File: src/rtl/usx_pkg.sv
// Shared types, constants and helper functions for the UTF-8 sanitizer.
package usx_pkg;

  localparam logic [7:0] PRINT_LO  = 8'h20;
  localparam logic [7:0] PRINT_HI  = 8'h7E;
  localparam logic [7:0] LEAD_LO   = 8'hC2;
  localparam logic [7:0] LEAD3_LO  = 8'hE0;
  localparam logic [7:0] LEAD4_LO  = 8'hF0;
  localparam logic [7:0] LEAD_HI   = 8'hF4;
  localparam logic [7:0] LEAD_E0   = 8'hE0;
  localparam logic [7:0] LEAD_ED   = 8'hED;
  localparam logic [7:0] LEAD_F0   = 8'hF0;
  localparam logic [7:0] LEAD_F4   = 8'hF4;
  localparam logic [7:0] CONT_LO   = 8'h80;
  localparam logic [7:0] CONT_HI   = 8'hBF;
  localparam logic [7:0] SEC_E0_LO = 8'hA0;
  localparam logic [7:0] SEC_ED_HI = 8'h9F;
  localparam logic [7:0] SEC_F0_LO = 8'h90;
  localparam logic [7:0] SEC_F4_HI = 8'h8F;

  localparam logic [20:0] CP_LOW_LIMIT  = 21'h00008D;
  localparam logic [20:0] CP_HIGH_LIMIT = 21'h00009F;
  localparam logic [20:0] CP_NONCHAR_LO = 21'h00FDD0;
  localparam logic [20:0] CP_NONCHAR_HI = 21'h00FDEF;

  localparam logic [7:0] CH_OPEN  = 8'h3C; // '<'
  localparam logic [7:0] CH_CLOSE = 8'h3E; // '>'

  localparam logic [1:0] ESC_OPEN  = 2'd0;
  localparam logic [1:0] ESC_HI    = 2'd1;
  localparam logic [1:0] ESC_LO    = 2'd2;
  localparam logic [1:0] ESC_CLOSE = 2'd3;

  localparam int HELD_DEPTH = 3;
  localparam int UNIT_DEPTH = 4;

  typedef enum logic [1:0] {
    S_IDLE = 2'b01,
    S_EMIT = 2'b10
  } state_t;

  // Controller to datapath.
  typedef struct packed {
    logic load;     // input beat taken: plan the step and update scan state
    logic advance;  // output beat taken: move to the next character
  } cmd_t;

  // Datapath to controller.
  typedef struct packed {
    logic plan_nonempty; // the byte just offered causes at least one output
    logic step_last;     // current output beat is the last of its step
  } sts_t;

  function automatic logic [7:0] hex_char(input logic [3:0] nib);
    logic [7:0] ch;
    if (nib < 4'd10) begin
      ch = 8'h30 + {4'd0, nib};
    end else begin
      ch = 8'h37 + {4'd0, nib};
    end
    return ch;
  endfunction

  function automatic logic cp_ok(input logic [20:0] cp);
    logic ok;
    if (cp < CP_LOW_LIMIT) begin
      ok = 1'b1;
    end else begin
      ok = (cp > CP_HIGH_LIMIT) && (cp[15:1] != 15'h7FFF) &&
           ((cp < CP_NONCHAR_LO) || (cp > CP_NONCHAR_HI));
    end
    return ok;
  endfunction

endpackage

File: src/rtl/utf8_sanitize_hex_escape.sv
// Top level of the UTF-8 sanitizer with hex escapes.
//
// Input channel: one raw byte per beat (in_byte, end_of_text), in_valid/in_ready.
// Output channel: one sanitized byte per beat (out_byte, run_last, text_done,
// any_replaced), out_valid/out_ready.
// Printable ASCII and accepted UTF-8 sequences pass unchanged; any other byte
// that starts a scan leaves as '<HH>' in uppercase hex.
// An input beat is taken only while the block is idle. Its outputs then follow,
// one per cycle while out_ready is high, from the cycle after, from a buffer of
// up to four units (a raw byte or a four-character escape), so a step yields 0
// to 16 beats. The output sequencer holds off the input until the step's last
// beat is taken. Bytes of a pending multi-byte sequence give no output.
// A stalled receiver simply holds the current output beat; nothing is lost.
// Reset (rst, synchronous) empties the pending sequence, clears the replaced
// flag and returns to idle. End of text empties the pending sequence when its
// byte is taken, and clears the flag and returns to idle after its last beat.
module utf8_sanitize_hex_escape (
  input  logic       clk,
  input  logic       rst,
  input  logic       in_valid,
  output logic       in_ready,
  input  logic [7:0] in_byte,
  input  logic       end_of_text,
  output logic       out_valid,
  input  logic       out_ready,
  output logic [7:0] out_byte,
  output logic       run_last,
  output logic       text_done,
  output logic       any_replaced
);

  usx_pkg::cmd_t cmd;
  usx_pkg::sts_t sts;

  // sequence the beats: take an input, then drain its outputs
  usx_ctrl u_ctrl (
    .clk       (clk),
    .rst       (rst),
    .in_valid  (in_valid),
    .in_ready  (in_ready),
    .out_valid (out_valid),
    .out_ready (out_ready),
    .sts       (sts),
    .cmd       (cmd)
  );

  // scan state, unit buffer and escape expansion
  usx_dp u_dp (
    .clk          (clk),
    .rst          (rst),
    .in_byte      (in_byte),
    .end_of_text  (end_of_text),
    .cmd          (cmd),
    .sts          (sts),
    .out_byte     (out_byte),
    .run_last     (run_last),
    .text_done    (text_done),
    .any_replaced (any_replaced)
  );

endmodule

File: src/rtl/usx_ctrl.sv
// Controller state machine: input acceptance and output beat sequencing.
module usx_ctrl (
  input  logic          clk,
  input  logic          rst,
  input  logic          in_valid,
  output logic          in_ready,
  output logic          out_valid,
  input  logic          out_ready,
  input  usx_pkg::sts_t sts,
  output usx_pkg::cmd_t cmd
);

  usx_pkg::state_t state;
  usx_pkg::state_t state_next;

  always_ff @(posedge clk) begin
    if (rst) begin
      state <= usx_pkg::S_IDLE;
    end else begin
      state <= state_next;
    end
  end

  always_comb begin
    state_next  = state;
    in_ready    = 1'b0;
    out_valid   = 1'b0;
    cmd.load    = 1'b0;
    cmd.advance = 1'b0;
    unique case (state)
      usx_pkg::S_IDLE: begin
        in_ready = 1'b1;
        cmd.load = in_valid;
        if (in_valid && sts.plan_nonempty) begin
          state_next = usx_pkg::S_EMIT;
        end
      end
      usx_pkg::S_EMIT: begin
        out_valid   = 1'b1;
        cmd.advance = out_ready;
        // drop back to idle once the final beat of the step is taken
        if (out_ready && sts.step_last) begin
          state_next = usx_pkg::S_IDLE;
        end
      end
      default: begin
        state_next = usx_pkg::S_IDLE;
      end
    endcase
  end

endmodule

File: src/rtl/usx_dp.sv
// Datapath: scan state, step planning, output unit buffer and escape expansion.
module usx_dp (
  input  logic          clk,
  input  logic          rst,
  input  logic [7:0]    in_byte,
  input  logic          end_of_text,
  input  usx_pkg::cmd_t cmd,
  output usx_pkg::sts_t sts,
  output logic [7:0]    out_byte,
  output logic          run_last,
  output logic          text_done,
  output logic          any_replaced
);

  // scan state
  logic [7:0]  held [usx_pkg::HELD_DEPTH];
  logic [1:0]  held_count, held_count_next;
  logic [2:0]  seq_len, seq_len_next;
  logic [20:0] cp_acc, cp_acc_next;
  logic        held_wr;
  logic [1:0]  held_wr_idx;

  // output unit buffer
  logic [7:0]  unit_byte [usx_pkg::UNIT_DEPTH];
  logic        unit_esc  [usx_pkg::UNIT_DEPTH];
  logic [2:0]  unit_count;
  logic [1:0]  unit_idx;
  logic [1:0]  char_idx;
  logic        text_end;
  logic        replaced;

  // planning
  logic        is_print, is_lead, fresh_hold, fresh_esc;
  logic [7:0]  sec_lo, sec_hi;
  logic        sec_ok, cont_ok, byte_ok, complete, code_ok;
  logic [20:0] cp_next;
  logic [2:0]  lead_len;
  logic [20:0] lead_acc;
  logic [1:0]  plan_held;
  logic        plan_held_esc, plan_inc, plan_esc;
  logic [2:0]  plan_count;

  // emission
  logic [7:0]  cur_byte;
  logic        cur_esc;
  logic        unit_last;
  logic        step_last;

  always_comb begin
    is_print   = (in_byte >= usx_pkg::PRINT_LO) && (in_byte <= usx_pkg::PRINT_HI);
    is_lead    = (in_byte >= usx_pkg::LEAD_LO) && (in_byte <= usx_pkg::LEAD_HI);
    fresh_hold = is_lead && !end_of_text;
    fresh_esc  = !is_print;

    if (in_byte < usx_pkg::LEAD3_LO) begin
      lead_len = 3'd2;
      lead_acc = {16'd0, in_byte[4:0]};
    end else if (in_byte < usx_pkg::LEAD4_LO) begin
      lead_len = 3'd3;
      lead_acc = {17'd0, in_byte[3:0]};
    end else begin
      lead_len = 3'd4;
      lead_acc = {18'd0, in_byte[2:0]};
    end

    sec_lo = usx_pkg::CONT_LO;
    sec_hi = usx_pkg::CONT_HI;
    priority if (held[0] == usx_pkg::LEAD_E0) begin
      sec_lo = usx_pkg::SEC_E0_LO;
    end else if (held[0] == usx_pkg::LEAD_ED) begin
      sec_hi = usx_pkg::SEC_ED_HI;
    end else if (held[0] == usx_pkg::LEAD_F0) begin
      sec_lo = usx_pkg::SEC_F0_LO;
    end else if (held[0] == usx_pkg::LEAD_F4) begin
      sec_hi = usx_pkg::SEC_F4_HI;
    end else begin
      sec_lo = usx_pkg::CONT_LO;
    end
    sec_ok   = (in_byte >= sec_lo) && (in_byte <= sec_hi);
    cont_ok  = (in_byte[7:6] == 2'b10);
    byte_ok  = (held_count == 2'd1) ? sec_ok : cont_ok;
    cp_next  = {cp_acc[14:0], in_byte[5:0]};
    complete = ({1'b0, held_count} + 3'd1) >= seq_len;
    code_ok  = usx_pkg::cp_ok(cp_next);

    plan_held       = 2'd0;
    plan_held_esc   = 1'b1;
    plan_inc        = 1'b0;
    plan_esc        = 1'b1;
    held_count_next = 2'd0;
    seq_len_next    = 3'd0;
    cp_acc_next     = 21'd0;
    held_wr         = 1'b0;
    held_wr_idx     = 2'd0;

    priority if (held_count == 2'd0 || !byte_ok) begin
      // escape whatever was pending, then scan the byte afresh
      plan_held = held_count;
      plan_inc  = !fresh_hold;
      plan_esc  = fresh_esc;
      if (fresh_hold) begin
        held_wr         = 1'b1;
        held_count_next = 2'd1;
        seq_len_next    = lead_len;
        cp_acc_next     = lead_acc;
      end
    end else if (complete) begin
      plan_held     = held_count;
      plan_held_esc = !code_ok;
      plan_inc      = 1'b1;
      plan_esc      = !code_ok;
    end else if (end_of_text) begin
      // sequence cut off by the end of the text
      plan_held = held_count;
      plan_inc  = 1'b1;
    end else begin
      held_wr         = 1'b1;
      held_wr_idx     = held_count;
      held_count_next = held_count + 2'd1;
      seq_len_next    = seq_len;
      cp_acc_next     = cp_next;
    end

    if (end_of_text) begin
      held_count_next = 2'd0;
      seq_len_next    = 3'd0;
      cp_acc_next     = 21'd0;
    end

    plan_count = {1'b0, plan_held} + {2'd0, plan_inc};
  end

  always_ff @(posedge clk) begin
    if (rst) begin
      held_count <= 2'd0;
      seq_len    <= 3'd0;
      cp_acc     <= 21'd0;
    end else if (cmd.load) begin
      held_count <= held_count_next;
      seq_len    <= seq_len_next;
      cp_acc     <= cp_acc_next;
    end
  end

  always_ff @(posedge clk) begin
    if (cmd.load && held_wr) begin
      held[held_wr_idx] <= in_byte;
    end
  end

  // latch the step's output units: pending bytes first, then the new byte
  always_ff @(posedge clk) begin
    if (cmd.load) begin
      for (int i = 0; i < usx_pkg::HELD_DEPTH; i++) begin
        if (2'(i) < plan_held) begin
          unit_byte[i] <= held[i];
          unit_esc[i]  <= plan_held_esc;
        end else begin
          unit_byte[i] <= in_byte;
          unit_esc[i]  <= plan_esc;
        end
      end
      unit_byte[usx_pkg::HELD_DEPTH] <= in_byte;
      unit_esc[usx_pkg::HELD_DEPTH]  <= plan_esc;
      unit_count <= plan_count;
      text_end   <= end_of_text;
    end
  end

  always_comb begin
    cur_byte  = unit_byte[unit_idx];
    cur_esc   = unit_esc[unit_idx];
    unit_last = !cur_esc || (char_idx == usx_pkg::ESC_CLOSE);
    step_last = unit_last && (({1'b0, unit_idx} + 3'd1) == unit_count);

    out_byte = cur_byte;
    if (cur_esc) begin
      unique case (char_idx)
        usx_pkg::ESC_OPEN:  out_byte = usx_pkg::CH_OPEN;
        usx_pkg::ESC_HI:    out_byte = usx_pkg::hex_char(cur_byte[7:4]);
        usx_pkg::ESC_LO:    out_byte = usx_pkg::hex_char(cur_byte[3:0]);
        usx_pkg::ESC_CLOSE: out_byte = usx_pkg::CH_CLOSE;
        default:            out_byte = cur_byte;
      endcase
    end
  end

  always_ff @(posedge clk) begin
    if (rst) begin
      unit_idx <= 2'd0;
      char_idx <= 2'd0;
    end else if (cmd.load) begin
      unit_idx <= 2'd0;
      char_idx <= 2'd0;
    end else if (cmd.advance) begin
      if (unit_last) begin
        unit_idx <= unit_idx + 2'd1;
        char_idx <= 2'd0;
      end else begin
        char_idx <= char_idx + 2'd1;
      end
    end
  end

  // replaced flag: set by the first escape, clear after the text's last beat
  always_ff @(posedge clk) begin
    if (rst) begin
      replaced <= 1'b0;
    end else if (cmd.advance) begin
      if (step_last && text_end) begin
        replaced <= 1'b0;
      end else if (cur_esc) begin
        replaced <= 1'b1;
      end
    end
  end

  assign run_last          = step_last;
  assign text_done         = step_last && text_end;
  assign any_replaced      = replaced || cur_esc;
  assign sts.plan_nonempty = (plan_count != 3'd0);
  assign sts.step_last     = step_last;

endmodule
File: config.mk
export PLATFORM = sky130hd
export DESIGN_NAME = utf8_sanitize_hex_escape
export DESIGN_NICKNAME = d
export VERILOG_FILES = /design/src/rtl/usx_pkg.sv /design/src/rtl/utf8_sanitize_hex_escape.sv /design/src/rtl/usx_ctrl.sv /design/src/rtl/usx_dp.sv
export SDC_FILE = /design/constraint.sdc
export NUM_CORES = 1
export LEC_CHECK = 0
export ABC_AREA = 1
export BUFFER_PORTS_ARGS = -buffer_cell sky130_fd_sc_hd__buf_2
export CAP_MARGIN = 20
export CORE_MARGIN = 2
export CORE_UTILIZATION = 35
export CTS_BUF_LIST = sky130_fd_sc_hd__clkbuf_4 sky130_fd_sc_hd__clkbuf_8
export CTS_CLUSTER_DIAMETER = 60
export DETAILED_ROUTE_END_ITERATION = 12
export SLEW_MARGIN = 30
export SYNTH_ARGS = -nofsm -noshare
export SYNTH_HDL_FRONTEND = slang
export SYNTH_SLANG_ARGS = --single-unit
File: constraint.sdc
create_clock -name clk -period 3.23 [get_ports clk]
set_input_delay 0.1615 -clock clk [delete_from_list [all_inputs] [get_ports clk]]
set_output_delay 0.1615 -clock clk [all_outputs]
set_load 0.02 [all_outputs]
==> results of run 1 <==
==> cell usage after synthesis (all sizes together) <==
| library cell | number | area [um2] |
|---|---|---|
| buf | 9 | 68.8 |
| and2 | 2 | 12.5 |
| o2111ai | 1 | 8.76 |
| nor2 | 39 | 149 |
| dfxtp | 29 | 581 |
| nand3b | 2 | 15.0 |
| a31oi | 2 | 12.5 |
| nand3 | 59 | 318 |
| nand2 | 181 | 704 |
| ha | 19 | 238 |
| nand4 | 11 | 68.8 |
| or2 | 3 | 18.8 |
| nand2b | 1 | 6.26 |
| nor4 | 4 | 25.0 |
| clkbuf | 5 | 18.8 |
| o21bai | 3 | 22.5 |
| o22ai | 9 | 56.3 |
| xnor2 | 1 | 8.76 |
| a21oi | 11 | 55.1 |
| o31ai | 1 | 7.51 |
| o21ai | 26 | 141 |
| o22a | 1 | 8.76 |
| edfxtp | 64 | 1920 |
| clkinv | 1 | 3.75 |
| nor3 | 9 | 45.0 |
| o211ai | 4 | 30.0 |
| inv | 66 | 250 |
| xor2 | 2 | 17.5 |
==> power by group through the flow <==
stage / Sequential (W) / Combinational (W) / Clock (W)
floorplan: 0.00138 / 0.000192 / 0
global placement: 0.00138 / 0.000280 / 0
detailed placement: 0.00138 / 0.000286 / 0
CTS: 0.00135 / 0.000287 / 0.000792
global route: 0.00136 / 0.000324 / 0.000843
finish: 0.00135 / 0.000287 / 0.000775
==> cell families (layout without fill, tap and decap cells) <==
kind of cell | count (synthesis) | count (layout) | synth area share (%)
simple gates | 311 | 311 | 28.3
flops | 93 | 93 | 52.0
buf+inv | 81 | 120 | 7.10
compound gates | 58 | 58 | 7.12
fa+ha+maj | 19 | 19 | 4.94
xor+xnor | 3 | 3 | 0.546
==> final timing paths <==
check	start	to	slack [ns]	cells past startpoint
worst max-delay path	u_dp.held_count[1]	u_ctrl.state[1]	0.32	15
worst max register to register	u_dp.held_count[1]	u_ctrl.state[1]	0.32	15
worst min-delay path	end_of_text	u_dp.text_end	0.08	1
worst min register to register	u_dp.seq_len[2]	u_dp.seq_len[2]	0.47	2
==> layer usage <==
metal  vias up  wire length, um
met5         -                0
met4         0              151
met3        12              579
met2       111             5250
met1      1768             5070
li1       1957                -
==> repair_timing <==
item,4_1_cts,5_1_grt
gates resized for setup,0,1
hold endpoints to repair,1,0
setup endpoints to repair,0,8
hold buffers,1,0
setup buffers,0,0
==> area by class of cell <==
cell class / count / area [um2] / area share (%)
clock inverters: 4 / 50.0 / 0.933
repair buffers: 37 / 218 / 4.06
multi-input cells: 391 / 1980 / 36.8
well taps: 176 / 220 / 4.10
clock buffers: 12 / 146 / 2.73
flip-flops and latches: 93 / 2500 / 46.6
inverters: 67 / 254 / 4.73
==> registers in the layout (all words and copies together), names as in the netlist, 3 cells and up, named ones only <==
| register | flops |
|---|---|
| u_dp.unit_esc | 4 |
| u_dp.unit_byte | 32 |
| u_dp.cp_acc | 15 |
| u_dp.seq_len | 3 |
| u_dp.unit_count | 3 |
| u_dp.held | 24 |
==> per-stage QoR <==
step	instance area, um2	instances	hold slack (ns)	power, W	setup slack [ns]
after CTS	5360	780	0.0639	0.00243	0.173
final	5370	780	0.0824	0.00241	0.324
after global placement	5150	763	0.380	0.00166	0.281
after detailed placement	5150	763	0.387	0.00167	0.192
after global routing	5370	780	0.0667	0.00252	0.0245
after floorplan	4810	565	0.231	0.00157	0.0484
==> run summary, run 1 <==
outcome = finished clean
CP max-delay cell = sky130_fd_sc_hd__dfxtp_1
worst stage delay on the critical path = 0.51 ns
GR met1 Demand/Resource = 21.1%
Syn Std Cell Area = 0.00481 mm2
clk sinks = 93
Clock transition at path regs = 0.09 ns
root cell of the clock tree = sky130_fd_sc_hd__clkbuf_8
share of the core filled with cells in the final layout = 40.2%
top-level port count = 26
pin count of the biggest net entering global routing = 30
effective utilization at floorplan = 36.1%
kind of end point of the critical path = flop
cell chain of the critical path = inv_1 > ha_1 > ha_1 > nand3b_1 > nand3_1 > nor2_1 > nand3_2 > nand2_1 > inv_1 > ha_1 > ha_1 > nor3_1 > o21ai_0 > nand2_1 > inv_1
commonest non-fill, non-tap cell in the layout = sky130_fd_sc_hd__nand2_1
maximum frequency from static timing analysis = 344 MHz
H-tree depth reported by CTS = 3
Vert. Die Dim = 121 um
slew at the pin closest to its max-slew limit = 0.645 ns
crit path DAT = 3.17 ns
ratio of cells with drive above 1 in the final layout = 11.4%
# rows = 42
Top cell by count, worst path = sky130_fd_sc_hd__ha_1
area of the core = 0.0133 mm2
power share of the clock group = 32.1%
synthesis warning total = 0
unrepaired setup endpoints after global routing = false
minimum clock period = 2.91 ns
mean area per synthesized cell = 8.52 um2
clock insertion delay at the later pin of the skew report = 0.37 ns
Synthesized Nets = 597
antenna violations before repair = 0
GRT Overall Usage = 15.8%
most frequent cells in the layout = 175 x sky130_fd_sc_hd__nand2_1, 64 x sky130_fd_sc_hd__edfxtp_1, 62 x sky130_fd_sc_hd__inv_1
hpwl dp = 8130 um
total number of nets in the final design = 631
internal portion of total power = 0.00180 W
distinct cell type count after synthesis = 40
most used routing layer in global routing = met2
final global-route overflow total = 0
final count of pins violating max slew = 0
fraction of power spent switching nets = 25.4%
average via count per standard cell = 4.93
maximum VDD drop = 0.161 mV
classification of the worst-slack hold path = primary input to flop
endpoint required time on the critical path = 3.49 ns
Pwr per Cell Area = 450 mW/mm2
Startpoint Class = flop
MaxCap Viol Count = 0
vias in the first global route = 3623
crit-path max FO = 6
final cycle utilization of the critical path = 90.0%
antenna cells = 0
area of the die = 0.0147 mm2
Filler Cell Count = 1365
sequential share of power = 56.0%
net switching component of the power = 0.000613 W
Routed wire per std cell = 14.2 um
TritonCTS Buffers = 9
Syn Inst Count = 565
flip-flop and latch count after synthesis = 93
Post-Route WL = 11000 um
sequential cell area fraction in the yosys report = 52.0%
critical path start-end classification = flop to flop
Horiz. Die Dim = 121 um
First DRT Iteration DRCs = 269
part of the total power dissipated in combinational logic = 11.9%
post-route ant nets = 0
global routing met2 resource utilization = 25.3%
last weighted congestion value of the routability-driven placer = 0.907
Synth-to-Final Area Change = 11.5%
Crit path max-delay family = adder cells
Final setup violation count = 0
aggregate negative setup slack = 0 ns
Clock Skew = 0.0199 ns
vias after detailed routing = 3848
clock tree from TritonCTS = yes
maximum number of buffers from clock root to sink = 2
Residual DRC = 0
Leakage = 2.29 nW
met3 track demand over resource in global routing = 3.34%
wire length of the first global-routing pass = 17900 um
worst slew margin relative to its limit = 56.9%
quantity of I/O buffers inserted on ports = 25
detailed-router iteration count before antenna repair = 5
number of buffer and inverter instances along the worst setup path = 3
Final Hold Viols = 0
(Power assumes the default switching activity.)
==> run 2, diff against run 1 <==
--- a/config.mk
+++ b/config.mk
@@ -8,11 +8,12 @@
 export ABC_AREA = 1
 export BUFFER_PORTS_ARGS = -buffer_cell sky130_fd_sc_hd__buf_2
 export CAP_MARGIN = 20
-export CORE_MARGIN = 2
+export CORE_MARGIN = 1.5
 export CORE_UTILIZATION = 35
 export CTS_BUF_LIST = sky130_fd_sc_hd__clkbuf_4 sky130_fd_sc_hd__clkbuf_8
 export CTS_CLUSTER_DIAMETER = 60
 export DETAILED_ROUTE_END_ITERATION = 12
+export GPL_ROUTABILITY_DRIVEN = 0
 export SLEW_MARGIN = 30
 export SYNTH_ARGS = -nofsm -noshare
 export SYNTH_HDL_FRONTEND = slang
==> constraint.sdc (replaced) <==
create_clock -name clk -period 2.7 [get_ports clk]
set_input_delay 0.135 -clock clk [delete_from_list [all_inputs] [get_ports clk]]
set_output_delay 0.135 -clock clk [all_outputs]
set_load 0.02 [all_outputs]
==> run 2 against run 1 <==
Effect of this change: the run now ends with negative setup slack left; cell count rose by 2.1%; cell area up 6.5%; total power grew 21%; global-route usage up 1.1 points; hold slack worse by 0.020 ns; critical path type unchanged.
==> run summary, run 2 (synthesis gave the netlist of run 1 again) <==
outcome = finished, violations left
violations in the final reports = negative setup slack
crit path DAT = 3.00 ns
maximum frequency from static timing analysis = 366 MHz
final standard cell count with taps included and fillers excluded = 796
final global-route overflow total = 0
register name with the most flops = u_dp.unit_byte
Final setup violation count = 13
average via count per standard cell = 5.00
Post-Route WL = 12000 um
sequential share of power = 55.2%
final count of pins violating max slew = 0
kind of end point of the critical path = flop
Final Hold Viols = 0
clk sinks = 93
GRT Overall Usage = 16.9%
Leakage = 2.39 nW
max reg flops = 32
Synth-to-Final Area Change = 18.7%
endpoint required time on the critical path = 2.97 ns
most frequent cells in the layout = 158 x sky130_fd_sc_hd__nand2_1, 64 x sky130_fd_sc_hd__edfxtp_1, 59 x sky130_fd_sc_hd__inv_1
internal portion of total power = 0.00214 W
antenna violations before repair = 0
Clock Skew = 0.0105 ns
maximum number of buffers from clock root to sink = 2
Clock transition at path regs = 0.09 ns
top-level port count = 26
detailed-router iteration count before antenna repair = 5
classification of the worst-slack hold path = primary input to flop
worst setup margin = -0.0339 ns
final hold slack = 0.0626 ns
wire length of the first global-routing pass = 19000 um
final cycle utilization of the critical path = 101%
Pwr per Cell Area = 513 mW/mm2
clock tree from TritonCTS = yes
unrepaired setup endpoints after global routing = true
TritonCTS Buffers = 9
critical path start-end classification = flop to flop
clock insertion delay at the later pin of the skew report = 0.37 ns
vias after detailed routing = 3981
Horiz. Die Dim = 120 um
slew at the pin closest to its max-slew limit = 0.531 ns
MaxCap Viol Count = 0
maximum VDD drop = 0.199 mV
Routed wire per std cell = 15.1 um
# rows = 42
area of the die = 0.0145 mm2
power share of the clock group = 31.9%
effective utilization at floorplan = 36.1%
area of the core = 0.0133 mm2
First DRT Iteration DRCs = 406
largest registers = u_dp.unit_byte x32, u_dp.held x24, u_dp.cp_acc x15
post-placement cell count = 774
root cell of the clock tree = sky130_fd_sc_hd__clkbuf_8
worst-case reg-to-reg path depth = 20
Vert. Die Dim = 120 um
Setup WS pre-CTS = -0.0992 ns
vias in the first global route = 3828
ratio of cells with drive above 1 in the final layout = 19.7%
crit-path max FO = 4
Startpoint Class = flop
total number of nets in the final design = 647
part of the total power dissipated in combinational logic = 13.0%
fraction of power spent switching nets = 26.8%
H-tree depth reported by CTS = 3
worst slew margin relative to its limit = 64.3%
pin count of the biggest net entering global routing = 56
quantity of I/O buffers inserted on ports = 25
minimum clock period = 2.73 ns
internal reg-to-reg setup slack = -0.03 ns
commonest non-fill, non-tap cell in the layout = sky130_fd_sc_hd__nand2_1
hpwl dp = 8350 um
Residual DRC = 0
WHS Path Cells = 1
post-route ant nets = 0
antenna cells = 0
net switching component of the power = 0.000786 W
aggregate negative setup slack = -0.265 ns
==> run 2: area by class of cell <==
class	instances	area, um2
fillers	1318	7630
flip-flops and latches	93	2510
multi-input cells	392	2180
repair buffers	52	358
inverters	67	254
well taps	176	220
clock buffers	9	124
clock inverters	7	73.8
==> run 2: final timing paths <==
kind / start / end
worst max register to register: u_dp.held[0][0] / u_ctrl.state[1]
worst min-delay path: in_byte[4] / u_dp.unit_byte[3][4]
worst min register to register: u_dp.seq_len[2] / u_dp.seq_len[2]
worst max-delay path: u_dp.held[0][0] / u_ctrl.state[1]
==> run 2: worst max-delay path: stages (launching register included) <==
cell	delay [ns]
sky130_fd_sc_hd__edfxtp_1	0.41
sky130_fd_sc_hd__nor2_2	0.14
sky130_fd_sc_hd__inv_1	0.09
sky130_fd_sc_hd__buf_4	0.14
sky130_fd_sc_hd__nor4_1	0.29
sky130_fd_sc_hd__ha_1	0.19
sky130_fd_sc_hd__inv_1	0.04
sky130_fd_sc_hd__nor2_1	0.09
sky130_fd_sc_hd__nand2_1	0.05
sky130_fd_sc_hd__nand3_1	0.07
sky130_fd_sc_hd__nand2_1	0.07
sky130_fd_sc_hd__nand2_2	0.10
sky130_fd_sc_hd__nand3_4	0.11
sky130_fd_sc_hd__nand2_4	0.10
sky130_fd_sc_hd__inv_2	0.05
sky130_fd_sc_hd__ha_4	0.15
sky130_fd_sc_hd__ha_4	0.24
sky130_fd_sc_hd__nor3_2	0.11
sky130_fd_sc_hd__o21ai_1	0.07
sky130_fd_sc_hd__nand2_1	0.08
sky130_fd_sc_hd__inv_1	0.04
==> run 2: what timing repair did <==
action	CTS	global route
buffers inserted	2	2
pin swaps	11	12
endpoints found under the hold margin	1	0
endpoints found under the setup margin	11	75
hold buffers	1	0
cloned	0	1
resized for setup	14	33
==> run 2: per-layer routing <==
layer	wire length (um)	global-route usage, %	vias to the layer above	share of wire (%)
met3	529	3.77	21	4.4
met2	5830	27.7	105	49
met4	253	7.13	0	2.1
li1	-	-	1997	-
met5	0	0	-	0
met1	5380	21.5	1858	45
==> run 2: through the flow <==
step	power, W	area, um2	utilization (%)
floorplan	0.00188	4850	-
global placement	0.00199	5280	39.5
detailed placement	0.00200	5280	39.5
CTS	0.00293	5560	41.7
global route	0.00306	5710	42.8
finish	0.00293	5710	42.8
==> run 2: power groups by stage <==
stage               logic, W  clock network [W]  registers [W]
detailed placement  0.000349                  0        0.00165
global placement    0.000343                  0        0.00165
CTS                 0.000359           0.000957        0.00162
global route        0.000423            0.00102        0.00162
floorplan           0.000233                  0        0.00164
finish              0.000380           0.000933        0.00162
==> run 3, diff against run 2 <==
--- a/config.mk
+++ b/config.mk
@@ -14,6 +14,7 @@
 export CTS_CLUSTER_DIAMETER = 60
 export DETAILED_ROUTE_END_ITERATION = 12
 export GPL_ROUTABILITY_DRIVEN = 0
+export SKIP_LAST_GASP = 1
 export SLEW_MARGIN = 30
 export SYNTH_ARGS = -nofsm -noshare
 export SYNTH_HDL_FRONTEND = slang
==> run 3 against run 2 <==
Effect of this change: the run still ends with negative setup slack left; clock power about the same; clock skew increased by 0.0015 ns; cell area decreased by 0.11%; global-route usage about the same; non-clock buffer count increased by 3; via count decreased by 0.43%; utilization about the same; combinational power about the same.
==> run summary, run 3 (synthesis gave the netlist of run 1 again) <==
maximum frequency from static timing analysis = 367 MHz
sequential share of power = 55.1%
fraction of power spent switching nets = 26.7%
detailed-router iteration count before antenna repair = 5
final standard cell count with taps included and fillers excluded = 798
footprint of the flip-flops and latches = 0.00251 mm2
critical path start-end classification = flop to flop
Leakage = 2.40 nW
wire length of the first global-routing pass = 19000 um
maximum VDD drop = 0.199 mV
Post-Route WL = 11900 um
WHS Path Cells = 1
internal portion of total power = 0.00215 W
post-route ant nets = 0
quantity of I/O buffers inserted on ports = 25
part of the total power dissipated in combinational logic = 13.0%
First DRT Iteration DRCs = 420
internal reg-to-reg setup slack = -0.02 ns
antenna violations before repair = 0
hpwl dp = 8350 um
unrepaired setup endpoints after global routing = true
clock insertion delay at the later pin of the skew report = 0.37 ns
start point of the worst min-delay path = in_byte[4]
Startpoint Class = flop
average via count per standard cell = 4.97
clk sinks = 93
Setup WS pre-CTS = -0.0992 ns
Final setup violation count = 10
Pwr per Cell Area = 513 mW/mm2
capturing point of the worst reg2reg path = u_ctrl.state[1]
minimum clock period = 2.72 ns
area occupied by multi-input gates = 0.00214 mm2
crit-path max FO = 4
worst setup margin = -0.0234 ns
power share of the clock group = 31.8%
top-level port count = 26
H-tree depth reported by CTS = 3
register name with the most flops = u_dp.unit_byte
maximum number of buffers from clock root to sink = 2
Synth-to-Final Area Change = 18.6%
effective utilization at floorplan = 36.1%
violations in the final reports = negative setup slack
total power consumption of the routed design = 0.00293 W
aggregate negative setup slack = -0.202 ns
max reg flops = 32
vias in the first global route = 3822
Horiz. Die Dim = 120 um
classification of the worst-slack hold path = primary input to flop
share of the core filled with cells in the final layout = 42.8%
Clock Skew = 0.0120 ns
final cycle utilization of the critical path = 101%
Routed wire per std cell = 14.9 um
area of the core = 0.0133 mm2
vias after detailed routing = 3964
Residual DRC = 0
Clock transition at path regs = 0.09 ns
Filler Cell Count = 1318
Endpoint, Worst Hold = u_dp.unit_byte[3][4]
Final Hold Viols = 0
worst slew margin relative to its limit = 64.4%
Critical R2R Launch = u_dp.held[0][0]
MaxCap Viol Count = 0
largest registers = u_dp.unit_byte x32, u_dp.held x24, u_dp.cp_acc x15
outcome = finished, violations left
total number of nets in the final design = 649
ratio of cells with drive above 1 in the final layout = 19.1%
area of the die = 0.0145 mm2
crit path DAT = 2.99 ns
worst-case reg-to-reg path depth = 20
endpoint required time on the critical path = 2.97 ns
TritonCTS Buffers = 9
final count of pins violating max slew = 0
kind of end point of the critical path = flop
commonest non-fill, non-tap cell in the layout = sky130_fd_sc_hd__nand2_1
pin count of the biggest net entering global routing = 56
net switching component of the power = 0.000782 W
most frequent cells in the layout = 161 x sky130_fd_sc_hd__nand2_1, 64 x sky130_fd_sc_hd__edfxtp_1, 60 x sky130_fd_sc_hd__inv_1
clock tree from TritonCTS = yes
slew at the pin closest to its max-slew limit = 0.530 ns
GRT Overall Usage = 16.9%
post-placement cell count = 774
final global-route overflow total = 0
Vert. Die Dim = 120 um
# rows = 42
antenna cells = 0
root cell of the clock tree = sky130_fd_sc_hd__clkbuf_8
[run 3: cell count changes in the layout (fill, tap and decap cells not counted), sizes merged]
cell / change
buf: +3
nand2: -1
[run 3: what timing repair did]
item | CTS | global route
buffers inserted | 2 | 5
hold endpoints to repair | 1 | 0
setup endpoints to repair | 11 | 75
resized for setup | 12 | 33
hold buffers | 1 | 0
pin swaps | 11 | 10
[run 3: worst max path at each step]
stage,from,endpoint,slack (ns),cells past startpoint
floorplan,u_dp.held[0][1],u_ctrl.state[1],0.006,20
global placement,u_dp.held[0][1],u_ctrl.state[1],0.005,19
detailed placement,u_dp.held[0][1],u_ctrl.state[1],-0.1,19
CTS,u_dp.held[0][0],u_dp.unit_byte[1][7],-0.05,17
global route,u_dp.held[0][7],u_ctrl.state[1],-0.22,18
finish,u_dp.held[0][0],u_ctrl.state[1],-0.02,20
[run 3: routing by layer]
layer / vias to the layer above / routed length (um) / GRT usage (%)
li1: 1995 / - / -
met1: 1836 / 5360 / 21.7
met2: 107 / 5760 / 27.8
met3: 26 / 516 / 3.58
met4: 0 / 278 / 6.99
met5: - / 0 / 0
[run 3: stage by stage]
step,cell area (um2),hold WS [ns]
5_1_grt,5710,0.0400
3_3_place_gp,5280,0.368
3_5_place_dp,5280,0.370
4_1_cts,5560,0.0484
2_1_floorplan,4850,0.204
6_report,5710,0.0634
[run 3: layout make-up]
type	instances	area share (%)
multi-input cells	391	37.5
repair buffers	55	6.80
flip-flops and latches	93	43.9
well taps	176	3.86
clock inverters	7	1.29
clock buffers	9	2.17
inverters	67	4.45
[run 3: worst max-delay path, cell delays in order, from the launching register on]
cell	delay (ns)
sky130_fd_sc_hd__edfxtp_1	0.41
sky130_fd_sc_hd__nor2_2	0.14
sky130_fd_sc_hd__inv_1	0.09
sky130_fd_sc_hd__buf_4	0.13
sky130_fd_sc_hd__nor4_1	0.29
sky130_fd_sc_hd__ha_1	0.19
sky130_fd_sc_hd__inv_1	0.04
sky130_fd_sc_hd__nor2_1	0.09
sky130_fd_sc_hd__nand2_1	0.05
sky130_fd_sc_hd__nand3_1	0.06
sky130_fd_sc_hd__nand2_1	0.07
sky130_fd_sc_hd__nand2_2	0.10
sky130_fd_sc_hd__nand3_4	0.11
sky130_fd_sc_hd__nand2_4	0.10
sky130_fd_sc_hd__inv_2	0.05
sky130_fd_sc_hd__ha_4	0.15
sky130_fd_sc_hd__ha_4	0.24
sky130_fd_sc_hd__nor3_2	0.11
sky130_fd_sc_hd__o21ai_1	0.07
sky130_fd_sc_hd__nand2_1	0.08
sky130_fd_sc_hd__inv_1	0.04
[run 3: power groups by stage]
| stage | sequential (W) | combinational, W | clock, W |
|---|---|---|---|
| finish | 0.00162 | 0.000382 | 0.000932 |
| global route | 0.00162 | 0.000426 | 0.00102 |
| CTS | 0.00162 | 0.000357 | 0.000957 |
| detailed placement | 0.00165 | 0.000349 | 0 |
| global placement | 0.00165 | 0.000343 | 0 |
| floorplan | 0.00164 | 0.000233 | 0 |
